[src/hdl/cbld_pkg.sv]
// ----------------------------------------------------------------------------
// cbld_pkg
// Shared constants, types and helpers for the charlieplexed BCM LED driver.
// ----------------------------------------------------------------------------
package cbld_pkg;

  localparam int LINES      = 5;
  localparam int MOD_CYCLES = 4;
  localparam int LED_COUNT  = LINES * (LINES - 1);
  localparam int LINE_W     = $clog2(LINES);
  localparam int CYC_W      = $clog2(MOD_CYCLES);
  localparam int WORD_W     = MOD_CYCLES * LINES;
  localparam int POS_W      = 5;
  localparam int BRT_W      = 8;
  localparam int TICK_W     = 8;
  localparam int NUM_REGS   = 4;
  localparam int REG_IDX_W  = 2;
  localparam int PADDR_W    = REG_IDX_W + 2;

  typedef logic [LINES-1:0]  line_mask_t;
  typedef logic [WORD_W-1:0] dir_word_t;
  typedef logic [LINE_W-1:0] line_idx_t;

  // Request bundle to the direction memory: one read and one write port.
  typedef struct packed {
    logic      rd_en;
    line_idx_t rd_addr;
    logic      wr_en;
    line_idx_t wr_addr;
    dir_word_t wr_data;
  } mem_req_t;

  // Phase length registers after reset, cycles zero to three.
  function automatic logic [TICK_W-1:0] tick_reset(input logic [REG_IDX_W-1:0] idx);
    logic [TICK_W-1:0] val;
    case (idx)
      2'd0:    val = 8'd1;
      2'd1:    val = 8'd2;
      2'd2:    val = 8'd8;
      default: val = 8'd16;
    endcase
    return val;
  endfunction

  // Reset content of one column word: only the column's own line in every cycle.
  function automatic dir_word_t reset_word(input line_idx_t col);
    dir_word_t w;
    w = '0;
    for (int c = 0; c < MOD_CYCLES; c++) begin
      w[c*LINES + int'(col)] = 1'b1;
    end
    return w;
  endfunction

  // Column of an LED: position / (LINES-1) by compare against constant bounds.
  function automatic line_idx_t col_of(input logic [POS_W-1:0] pos);
    line_idx_t col;
    col = '0;
    for (int c = 1; c < LINES; c++) begin
      if (pos >= POS_W'(c * (LINES - 1))) col = LINE_W'(c);
    end
    return col;
  endfunction

  // Row line of an LED: the k-th line other than its column.
  function automatic line_idx_t row_of(input logic [POS_W-1:0] pos, input line_idx_t col);
    logic [POS_W-1:0] k;
    line_idx_t        row;
    k   = pos - POS_W'(col * (LINES - 1));
    row = (LINE_W'(k) < col) ? LINE_W'(k) : LINE_W'(k) + LINE_W'(1);
    return row;
  endfunction

endpackage

[src/hdl/cbld_dir_mem.sv]
// ----------------------------------------------------------------------------
// cbld_dir_mem
// Direction table, one word per column holding every cycle's mask, with
// per-row valid bits standing in for the reset content.
// ----------------------------------------------------------------------------
module cbld_dir_mem (
  input  logic               clk,
  input  logic               rst_n,
  input  cbld_pkg::mem_req_t req,
  output cbld_pkg::dir_word_t rd_word
);

  cbld_pkg::dir_word_t  mem_r [cbld_pkg::LINES];
  logic [cbld_pkg::LINES-1:0] valid_r;
  cbld_pkg::dir_word_t  rd_data_r;
  cbld_pkg::line_idx_t  rd_addr_r;
  logic                 rd_hit_r;

  always_ff @(posedge clk) begin
    if (req.wr_en) begin
      mem_r[req.wr_addr] <= req.wr_data;
    end
    if (req.rd_en) begin
      rd_data_r <= mem_r[req.rd_addr];
      rd_addr_r <= req.rd_addr;
    end
  end

  always_ff @(posedge clk) begin
    if (!rst_n) begin
      valid_r  <= '0;
      rd_hit_r <= 1'b0;
    end else begin
      if (req.wr_en) valid_r[req.wr_addr] <= 1'b1;
      if (req.rd_en) rd_hit_r <= valid_r[req.rd_addr];
    end
  end

  // Untouched rows read as their reset pattern.
  assign rd_word = rd_hit_r ? rd_data_r : cbld_pkg::reset_word(rd_addr_r);

endmodule

[src/hdl/charlieplex_bcm_led_driver_core.sv]
// ----------------------------------------------------------------------------
// charlieplex_bcm_led_driver_core
// Each item is taken in ST_IDLE, which issues any table read, and finishes in
// ST_RD, which merges into the table or latches the read word onto the pins. No
// new item is taken before the last one finishes, and a held result stalls
// ST_RD until it leaves. Synchronous active-low reset puts the pins at line A
// output, phase and cycle zero, default phase lengths.
// ----------------------------------------------------------------------------
module charlieplex_bcm_led_driver_core (
  input  logic        clk,
  input  logic        rst_n,
  // input stream
  input  logic        in_tvalid,
  output logic        in_tready,
  input  logic [15:0] in_tdata,   // [4:0] led_position, [12:5] brightness, rest zero
  input  logic        in_tuser,   // [0] func (0 tick, 1 set brightness)
  // result stream
  output logic        out_tvalid,
  input  logic        out_tready,
  output logic [15:0] out_tdata,  // [4:0] line_dir, [9:5] line_high, rest zero
  output logic        out_tuser,  // [0] phase_advanced
  // configuration
  input  logic        cfg_psel,
  input  logic        cfg_penable,
  input  logic        cfg_pwrite,
  input  logic [3:0]  cfg_paddr,
  input  logic [31:0] cfg_pwdata,
  output logic [31:0] cfg_prdata,
  output logic        cfg_pready
);

  localparam logic ST_IDLE = 1'b0;  // wait for an input transfer
  localparam logic ST_RD   = 1'b1;  // table word arrives, finish the item

  // --------------------------------------------------------------------------
  // Phase length registers
  // --------------------------------------------------------------------------
  logic [cbld_pkg::TICK_W-1:0] ticks_r [cbld_pkg::NUM_REGS];
  logic [cbld_pkg::REG_IDX_W-1:0] cfg_idx;
  logic cfg_wr;

  assign cfg_idx    = cfg_paddr[cbld_pkg::PADDR_W-1:2];
  assign cfg_wr     = cfg_psel & cfg_penable & cfg_pwrite;
  assign cfg_pready = 1'b1;
  assign cfg_prdata = {{(32-cbld_pkg::TICK_W){1'b0}}, ticks_r[cfg_idx]};

  always_ff @(posedge clk) begin
    if (!rst_n) begin
      for (int i = 0; i < cbld_pkg::NUM_REGS; i++) begin
        ticks_r[i] <= cbld_pkg::tick_reset(cbld_pkg::REG_IDX_W'(i));
      end
    end else if (cfg_wr) begin
      ticks_r[cfg_idx] <= cfg_pwdata[cbld_pkg::TICK_W-1:0];
    end
  end

  // --------------------------------------------------------------------------
  // Control and sequencing state
  // --------------------------------------------------------------------------
  logic                          state_r, state_nxt;
  cbld_pkg::line_idx_t           phase_r, phase_nxt;
  logic [cbld_pkg::CYC_W-1:0]    cycle_r, cycle_nxt;
  logic [cbld_pkg::TICK_W-1:0]   tick_r,  tick_nxt;
  cbld_pkg::line_mask_t          drive_dir_r, drive_dir_nxt;
  cbld_pkg::line_mask_t          drive_high_r, drive_high_nxt;

  // item held across the memory read
  logic                          is_set_r;
  logic                          adv_r;
  logic                          in_range_r;
  cbld_pkg::line_idx_t           col_r;
  cbld_pkg::line_idx_t           row_r;
  logic [cbld_pkg::MOD_CYCLES-1:0] nib_r;

  logic                          out_valid_r;
  cbld_pkg::line_mask_t          out_dir_r, out_high_r;
  logic                          out_adv_r;

  logic                          in_xfer;
  logic                          out_free;
  logic                          finish;
  logic                          in_func;
  logic [cbld_pkg::POS_W-1:0]    in_pos;
  logic [cbld_pkg::BRT_W-1:0]    in_brt;
  cbld_pkg::line_idx_t           in_col;
  logic [cbld_pkg::TICK_W-1:0]   tick_inc;
  logic                          expire;
  cbld_pkg::line_idx_t           phase_adv;
  logic [cbld_pkg::CYC_W-1:0]    cycle_adv;
  cbld_pkg::dir_word_t           rd_word;
  cbld_pkg::dir_word_t           merged;
  cbld_pkg::mem_req_t            mem_req;

  assign in_func = in_tuser;
  assign in_pos  = in_tdata[cbld_pkg::POS_W-1:0];
  assign in_brt  = in_tdata[cbld_pkg::POS_W +: cbld_pkg::BRT_W];
  assign in_col  = cbld_pkg::col_of(in_pos);

  // Take a new item whenever idle; the output register decouples the sink.
  assign in_tready = (state_r == ST_IDLE);
  assign in_xfer   = in_tvalid & in_tready;
  assign out_free  = ~out_valid_r | out_tready;
  assign finish    = (state_r == ST_RD) & out_free;

  // Tick counting: expiry compares the incremented count with the cycle's length.
  assign tick_inc = tick_r + cbld_pkg::TICK_W'(1);
  assign expire   = (tick_inc >= ticks_r[cycle_r[cbld_pkg::REG_IDX_W-1:0]]);

  always_comb begin
    if (phase_r == cbld_pkg::LINE_W'(cbld_pkg::LINES - 1)) begin
      phase_adv = '0;
      cycle_adv = (cycle_r == cbld_pkg::CYC_W'(cbld_pkg::MOD_CYCLES - 1)) ?
                  '0 : cycle_r + cbld_pkg::CYC_W'(1);
    end else begin
      phase_adv = phase_r + cbld_pkg::LINE_W'(1);
      cycle_adv = cycle_r;
    end
  end

  // Merge the brightness nibble into the column word at the row line.
  always_comb begin
    merged = rd_word;
    for (int c = 0; c < cbld_pkg::MOD_CYCLES; c++) begin
      merged[c*cbld_pkg::LINES + int'(row_r)] = nib_r[c];
    end
  end

  // Read on a set or expiring tick; write the merged word back for in-range sets.
  always_comb begin
    mem_req.rd_en   = in_xfer & (in_func | expire);
    mem_req.rd_addr = in_func ? in_col : phase_adv;
    mem_req.wr_en   = finish & is_set_r & in_range_r;
    mem_req.wr_addr = col_r;
    mem_req.wr_data = merged;
  end

  cbld_dir_mem u_dir_mem (
    .clk     (clk),
    .rst_n   (rst_n),
    .req     (mem_req),
    .rd_word (rd_word)
  );

  always_comb begin
    state_nxt      = state_r;
    phase_nxt      = phase_r;
    cycle_nxt      = cycle_r;
    tick_nxt       = tick_r;
    drive_dir_nxt  = drive_dir_r;
    drive_high_nxt = drive_high_r;
    case (state_r)
      ST_IDLE: begin
        if (in_xfer) begin
          state_nxt = ST_RD;
          if (!in_func) begin
            if (expire) begin
              phase_nxt = phase_adv;
              cycle_nxt = cycle_adv;
              tick_nxt  = '0;
            end else begin
              tick_nxt  = tick_inc;
            end
          end
        end
      end
      ST_RD: begin
        if (out_free) begin
          state_nxt = ST_IDLE;
          // latch the new phase's mask onto the pins, column line high
          if (!is_set_r && adv_r) begin
            drive_dir_nxt  = rd_word[int'(cycle_r)*cbld_pkg::LINES +: cbld_pkg::LINES];
            drive_high_nxt = cbld_pkg::line_mask_t'(1) << phase_r;
          end
        end
      end
      default: begin
        state_nxt = ST_IDLE;
      end
    endcase
  end

  always_ff @(posedge clk) begin
    if (!rst_n) begin
      state_r      <= ST_IDLE;
      phase_r      <= '0;
      cycle_r      <= '0;
      tick_r       <= '0;
      drive_dir_r  <= cbld_pkg::line_mask_t'(1);
      drive_high_r <= '0;
      out_valid_r  <= 1'b0;
    end else begin
      state_r      <= state_nxt;
      phase_r      <= phase_nxt;
      cycle_r      <= cycle_nxt;
      tick_r       <= tick_nxt;
      drive_dir_r  <= drive_dir_nxt;
      drive_high_r <= drive_high_nxt;
      if (finish) begin
        out_valid_r <= 1'b1;
      end else if (out_tready) begin
        out_valid_r <= 1'b0;
      end
    end
  end

  // Hold the item's decoded fields while the table word comes back.
  always_ff @(posedge clk) begin
    if (in_xfer) begin
      is_set_r   <= in_func;
      adv_r      <= expire;
      in_range_r <= (in_pos < cbld_pkg::POS_W'(cbld_pkg::LED_COUNT));
      col_r      <= in_col;
      row_r      <= cbld_pkg::row_of(in_pos, in_col);
      nib_r      <= in_brt[cbld_pkg::BRT_W-1 -: cbld_pkg::MOD_CYCLES];
    end
    if (finish) begin
      out_dir_r  <= drive_dir_nxt;
      out_high_r <= drive_high_nxt;
      out_adv_r  <= ~is_set_r & adv_r;
    end
  end

  assign out_tvalid = out_valid_r;
  assign out_tuser  = out_adv_r;
  assign out_tdata  = {{(16 - 2*cbld_pkg::LINES){1'b0}}, out_high_r, out_dir_r};

endmodule

[config.mk]
export PLATFORM = sky130hd
export DESIGN_NAME = charlieplex_bcm_led_driver_core
export DESIGN_NICKNAME = d
export VERILOG_FILES = /design/src/hdl/cbld_pkg.sv /design/src/hdl/cbld_dir_mem.sv /design/src/hdl/charlieplex_bcm_led_driver_core.sv
export SDC_FILE = /design/constraint.sdc
export NUM_CORES = 1
export LEC_CHECK = 0
export BUFFER_PORTS_ARGS = -buffer_cell sky130_fd_sc_hd__buf_2
export CAP_MARGIN = 5
export CORE_UTILIZATION = 25
export CTS_CLUSTER_SIZE = 8
export DETAILED_ROUTE_END_ITERATION = 10
export PLACE_DENSITY = 0.41
export SYNTH_ARGS = -nofsm -noshare
export SYNTH_HDL_FRONTEND = slang
export SYNTH_SLANG_ARGS = --single-unit
[constraint.sdc]
create_clock -name clk -period 3.85 [get_ports clk]
set_clock_uncertainty 0.05 [all_clocks]
set_input_delay 0.385 -clock clk [delete_from_list [all_inputs] [get_ports clk]]
set_output_delay 0.385 -clock clk [all_outputs]
set_load 0.05 [all_outputs]
; Word level (Yosys, flattened, before mapping)
; Memory sizes are Yosys's and may differ from the RTL's. A register that Yosys moved wholly into a read port is not among the register bits.
; Cells that the tools add are included.
[classes]
muxes = 60
n_lt_le_gt_ge = 26
bitwise_logic = 18
n_shift = 2
mul = 1
n_reduce_logical = 16
addsub = 11
n_eq_ne = 2
div = 0
[op_table]
columns = operator, n
row1 = "32-bit by 1-bit >= comparator with 1-bit output, second input constant", 3
row2 = "32-bit by 7-bit less-than comparator with 1-bit output, second input constant", 3
row3 = 20-bit bitwise mux, 4
row4 = 8-bit 2-to-1 mux, 6
row5 = 20-bit OR, 2
row6 = 1-bit demux with 5-bit select, 6
row7 = 5-bit 2-to-1 mux, 6
row8 = 1-bit 2-to-1 mux, 22
row9 = "4-bit by 3-bit adder with 5-bit output, first input constant", 4
row10 = 20-bit 2-to-1 mux, 1
row11 = 8-bit by 20-bit OR with 20-bit output, 1
row12 = 20-bit by 6-bit indexed part select with 5-bit output, 1
row13 = 3-bit 2-to-1 mux, 6
row14 = "3-bit by 6-bit less-than comparator with 1-bit output, second input constant", 2
row15 = "5-bit by 6-bit less-than comparator with 1-bit output, second input constant", 2
row16 = "5-bit by 1-bit >= comparator with 1-bit output, second input constant", 2
row17 = "5-bit by 4-bit >= comparator with 1-bit output, second input constant", 2
row18 = 1-bit logical AND, 10
row19 = 1-bit demux with 3-bit select, 3
row20 = "3-bit by 1-bit >= comparator with 1-bit output, second input constant", 3
row21 = "3-bit by 3-bit adder with 4-bit output, first input constant", 2
row22 = "8-bit by 1-bit adder with 8-bit output, second input constant", 1
row23 = 1-bit bitwise AND, 8
row24 = 8-bit >= comparator, 1
row25 = 26 further kinds, 35
[totals]
latch_bits = 0
ff_bits = 58
memories = 2
mem_bits_rw = 132
romBits = 0
input_bits = 60
[memory_table]
columns = memory, depth, word_bits, rd, rd_clocked_by_memory_dff, write_ports, line
row1 = u_dir_mem.mem_r, 5, 20, 1, 1, 1, cbld_dir_mem.sv:13  ; cbld_pkg::dir_word_t mem_r [cbld_pkg::LINES];
row2 = ticks_r, 4, 8, 2, 1, 4, charlieplex_bcm_led_driver_core.sv:38  ; logic [cbld_pkg::TICK_W-1:0] ticks_r [cbld_pkg::NUM_REGS];

; Logic depth before layout (Yosys ltp)
[depth]
word_depth = 13
ltp_mapped = 11
mapped_depth_nobuf = 11

; By module
; Synthesis repeated with hierarchy kept, for this count alone.
[unflattened]
cells_unflattened = 832
hier_area_um2 = 10674.0
[modules_own_cells]
columns = mod, area_each_um2, n_inst, seq_area_each_um2, cells_each
row1 = charlieplex_bcm_led_driver_core, 5350.1, 1, 2222.1, 494
row2 = cbld_dir_mem, 5323.9, 1, 3813.7, 338

; Least setup slack after synthesis
; Ideal clock, no wire load.
[synth_path]
path_type = flip-flop to flip-flop
from = reg (tool-made name)
to = reg u_dir_mem.rd_hit_r
required_ps = 3644
path_slack_ps = 579
stages_incl_launch_ff = 10
arrival_time_ps = 3065
cell_sequence = dfxtp_1 -> clkbuf_1 -> mux4_2 -> ha_1 -> nand2b_1 -> a2111oi_0 -> o31ai_2 -> o21a_1 -> o21ai_0 -> a21oi_1
[synth_lines]
columns = item, line
row1 = "end signal, assigned", cbld_dir_mem.sv:35  ; if (req.rd_en) rd_hit_r <= valid_r[req.rd_addr];
row2 = "end, declared", cbld_dir_mem.sv:17  ; logic rd_hit_r;

==> metrics.sh <==
SWITCHING_POWER_uW=1510
IOS=112
CTS-RESIZED-GATES=0
ROUTE.DETAILED.VIAS_PER_INST=4.46
NUMBER_OF_STANDARD_CELLS_AFTER_SYNTHESIS=1011
DRV_SLEW=0
DIE_AREA_UM2=44300
TRITONCTS='yes'
HOLD-WORST-SLACK_NS=0.0310
MAX-CAP-VIOLATIONS=0
WORSTPATHREQUIRED_NS=4.22
SYNTH_TOP_FAMILY_BY_AREA='simple AND/OR/NAND/NOR gates'
SYN-MEAN-INSTANCE-AREA_UM2=10.7
SYNTHESIZED_AREA_FRACTION_OCCUPIED_BY_AND_OR_NAND_NOR_CELLS=0.176
ROWS=76
CRIT_PATH_KIND='reg -> reg'
DRT-INITIAL-DRC-COUNT=439
SYN-CELL-AREA_UM2=10900
POST_DRT_WL_PER_CELL_UM=17.1
AREAGROWTHSYNTHTOFINISH_PCT=16.2
SW_SHARE=0.258
MULTIPLEXER_SHARE_OF_THE_SYNTHESIZED_AREA=0.0519
WORST-SLEW-PIN-TRANSITION_NS=0.941
CTS.HTREE.LEVELS=1
WIRE_LENGTH_OF_THE_FIRST_GLOBAL_ROUTING_PASS_UM=44300
POSTSYNTH.ASYNCRESETSHARE=0
POWER_FRAC_COMB=0.126
MAX_SLEW_MARGIN=0.372
WORST_SETUP_HOLD_PATH_CLK_SLEW_NS=0.05
START_UTIL=0.253
DIE_X_UM=210
FINAL_LAYOUT_SIZE_SUFFIX_GT1_FRAC=0.140
ADDER_AND_MAJORITY_GATE_PORTION_OF_THE_SYNTHESIZED_AREA=0.0369
WORST_SKEW_PAIR.LATE_LATENCY_NS=0.55
LEAKAGEPOWER_uW=0.00472
SYNTH_COMPOUND_AREA_FRAC=0.113
GP_CONGESTION=0.891
SYNTH_TOP_CELLS_BY_COUNT='sky130_fd_sc_hd__nand2_1, sky130_fd_sc_hd__edfxtp_1, sky130_fd_sc_hd__o21ai_0'
MOST_REPEATED_CELL_IN_THE_GATE_LEVEL_NETLIST_AFTER_SYNTHESIS='sky130_fd_sc_hd__nand2_1'
CELLINTERNALPOWER_uW=4330
TIMING.HOLD.WORST_ENDPOINT='nib_r[0]'
ROUTE.VIAS.TOTAL=7472
IR_DROP_mV=0.258
FIN_NETS=1157
SYNTH_TOP_AREA_FRAC=0.495
REG_TO_REG_START='u_dir_mem.rd_addr_r[2]'
HOLD_DEPTH=1
SYNTH-XOR-AREA-SHARE=0.0105
SYNTHESIS.YOSYS.WARNINGS=0
SYNTH-SEQ-CELLS=212
COREAREA_UM2=43000
CLOCK_POWER_SHARE=0.420
FIN_CRIT_NS=3.23
DRT.ANTENNA.VIOLATING_NETS=0
GLOBALROUTETOTALUTIL=0.131
LARGEST_FANOUT_OF_ANY_NET_ON_THE_CRITICAL_PATH=8
DRC=0
STATUS='finished, final reports clean'
SYNTH_ENABLE_FLOP_CELLS=179
GRT_START_MAX_NET_PINS=44
FIRST_GLOBAL_VIAS=7402
CTS_INSERTED_BUFFERS=30
GRT_REMAINING_OVERFLOW=0
TIMING.CRITICAL_PATH.TO_TYPE='flop'
FINALSETUPVIOLCOUNT=0
HOLD_VIOL_FINAL=0
CTSROOTBUFFERMASTER='sky130_fd_sc_hd__clkbuf_16'
NUMPORTBUFFERS=47
NUMCLOCKSINKS=212
CTS_SETUP_BUFFERS=0
HP-CLASS='in -> reg'
ANTENNA-DIODE-COUNT=0
FF2FF_PATH_DEPTH=8
RSZ_0062_RAISED_AFTER_GLOBAL_ROUTING='false'
SYNTH_TOP_CELL_BY_AREA='sky130_fd_sc_hd__edfxtp_1'
FINAL.PERIOD_UTILIZATION=0.839
CLK_PATH_BUF_DEPTH=3
REGTOREGSETUPSLACK_NS=0.62
DP_HPWL_UM=19300
SYNTH_FF_TYPE='sky130_fd_sc_hd__edfxtp_1'
TIMING.HOLD.WORST.START='in_tdata[9]'
CHIPHEIGHT_UM=210
WORST_EP_ARRIVAL_TIME_NS=3.60
SYNTH-SEQ-AREA-SHARE=0.556
SYNTHTOPCELLSBYAREA='sky130_fd_sc_hd__edfxtp_1, sky130_fd_sc_hd__nand2_1, sky130_fd_sc_hd__dfxtp_1, sky130_fd_sc_hd__ha_1, sky130_fd_sc_hd__mux4_2'
SETUP.WORST_PATH.START_CLASS='flop'
FMAX_MHz=309
FILL_CELL_INSTANCE_COUNT_OF_THE_FINAL_LAYOUT=4471
ANTENNA_FOUND_INITIAL=0
POWER_DENSITY_nW_PER_UM2=463
SYNTH.LIB_CELLS_USED.DISTINCT=78
SEQ_POWER_SHARE=0.454
DRTPASS1ITERATIONS=5
TNS_NS=0
DRT-TOTAL-WL_UM=28500
TOTALPOWERFINAL_uW=5840
TERMINUS_OF_THE_CRITICAL_FLOP_TO_FLOP_PATH='u_dir_mem.mem_r[3][10]'
==> worst max path at each step <==
stage | from | to | cells after the start
detailed placement | u_dir_mem.rd_addr_r[2] | u_dir_mem.mem_r[2][10] | 8
floorplan | flop | u_dir_mem.rd_hit_r | 9
global route | flop | u_dir_mem.rd_data_r[14] | 9
CTS | u_dir_mem.rd_addr_r[2] | u_dir_mem.mem_r[2][10] | 8
finish | u_dir_mem.rd_addr_r[2] | u_dir_mem.mem_r[3][10] | 8
global placement | u_dir_mem.rd_addr_r[2] | u_dir_mem.mem_r[2][10] | 8
==> cell type report <==
cell class,count,area (um^2),area share
Sequential cell,212,6040,0.478
Inverter,30,113,0.00892
Tap cell,585,732,0.0580
Timing Repair Buffer,80,500,0.0396
Multi-Input combinational cell,711,4360,0.346
Clock buffer,56,880,0.0697
==> layer usage <==
metal | vias up | wire [um] | global-route usage
met2 | 137 | 13300 | 0.213
met3 | 50 | 892 | 0.0161
met1 | 3594 | 13700 | 0.181
met5 | - | 0 | 0
li1 | 3691 | - | -
met4 | 0 | 748 | 0.0415
==> state kept, by name, summed over array words and instances (netlist names), 5 cells and up, named ones only <==
register	flops
drive_high_r	5
tick_r	8
u_dir_mem.valid_r	5
out_high_r	5
ticks_r	32
u_dir_mem.mem_r	100
u_dir_mem.rd_data_r	20
out_dir_r	5
drive_dir_r	5
==> repair_timing <==
item / CTS / global route
setup endpoints to repair: 0 / 0
endpoints found under the hold margin: 2 / 0
hold buffers: 2 / 0
==> cell usage in the layout (no fill, tap or decap), drive strengths merged, types with 21 or more instances in the layout <==
cell | synthesis | layout
dfxtp | 33 | 33
nor2 | 50 | 50
and2 | 38 | 38
inv | 30 | 30
buf | 41 | 78
ha | 32 | 32
edfxtp | 179 | 179
nand2 | 194 | 194
nand3 | 38 | 38
clkbuf | 46 | 56
conb | 2 | 31
a21oi | 37 | 37
o21ai | 70 | 70
nand2b | 21 | 21
==> kinds of logic (layout without fill, tap and decap cells) <==
| group | count (synthesis) | count (layout) |
|---|---|---|
| and+or+nand+nor | 406 | 406 |
| DFF | 212 | 212 |
| adders and majority gates | 32 | 32 |
| buffers and inverters | 117 | 166 |
| muxes | 36 | 36 |
| other | 2 | 31 |
| AOI/OAI and AO/OA | 193 | 193 |
| xor gates and xnor gates | 13 | 13 |
==> per-stage QoR <==
step | cells | instance area, um^2 | utilization | worst slack [ns]
after global routing | 1674 | 12600 | 0.294 | 0.480
after floorplan | 1040 | 11000 | - | 0.579
after global placement | 1616 | 11700 | 0.273 | 0.583
after detailed placement | 1616 | 11700 | 0.273 | 0.628
after CTS | 1674 | 12600 | 0.294 | 0.583
final | 1674 | 12600 | 0.294 | 0.618
==> critical path, cell delays in order (launching register included) <==
cell                       delay [ns]
sky130_fd_sc_hd__edfxtp_1        0.53
sky130_fd_sc_hd__inv_1           0.21
sky130_fd_sc_hd__ha_1            0.52
sky130_fd_sc_hd__nand2_2         0.16
sky130_fd_sc_hd__o31a_1          0.30
sky130_fd_sc_hd__o31ai_1         0.62
sky130_fd_sc_hd__nor2b_1         0.10
sky130_fd_sc_hd__o311ai_1        0.40
sky130_fd_sc_hd__buf_4           0.20
==> power by group through the flow <==
stage,logic [uW],registers [uW],clock network (uW)
global placement,743,2700,0
floorplan,528,2700,0
global route,813,2660,2630
finish,736,2650,2450
CTS,747,2650,2530
detailed placement,743,2700,0
Note: power is estimated with default switching activity, not from simulation.
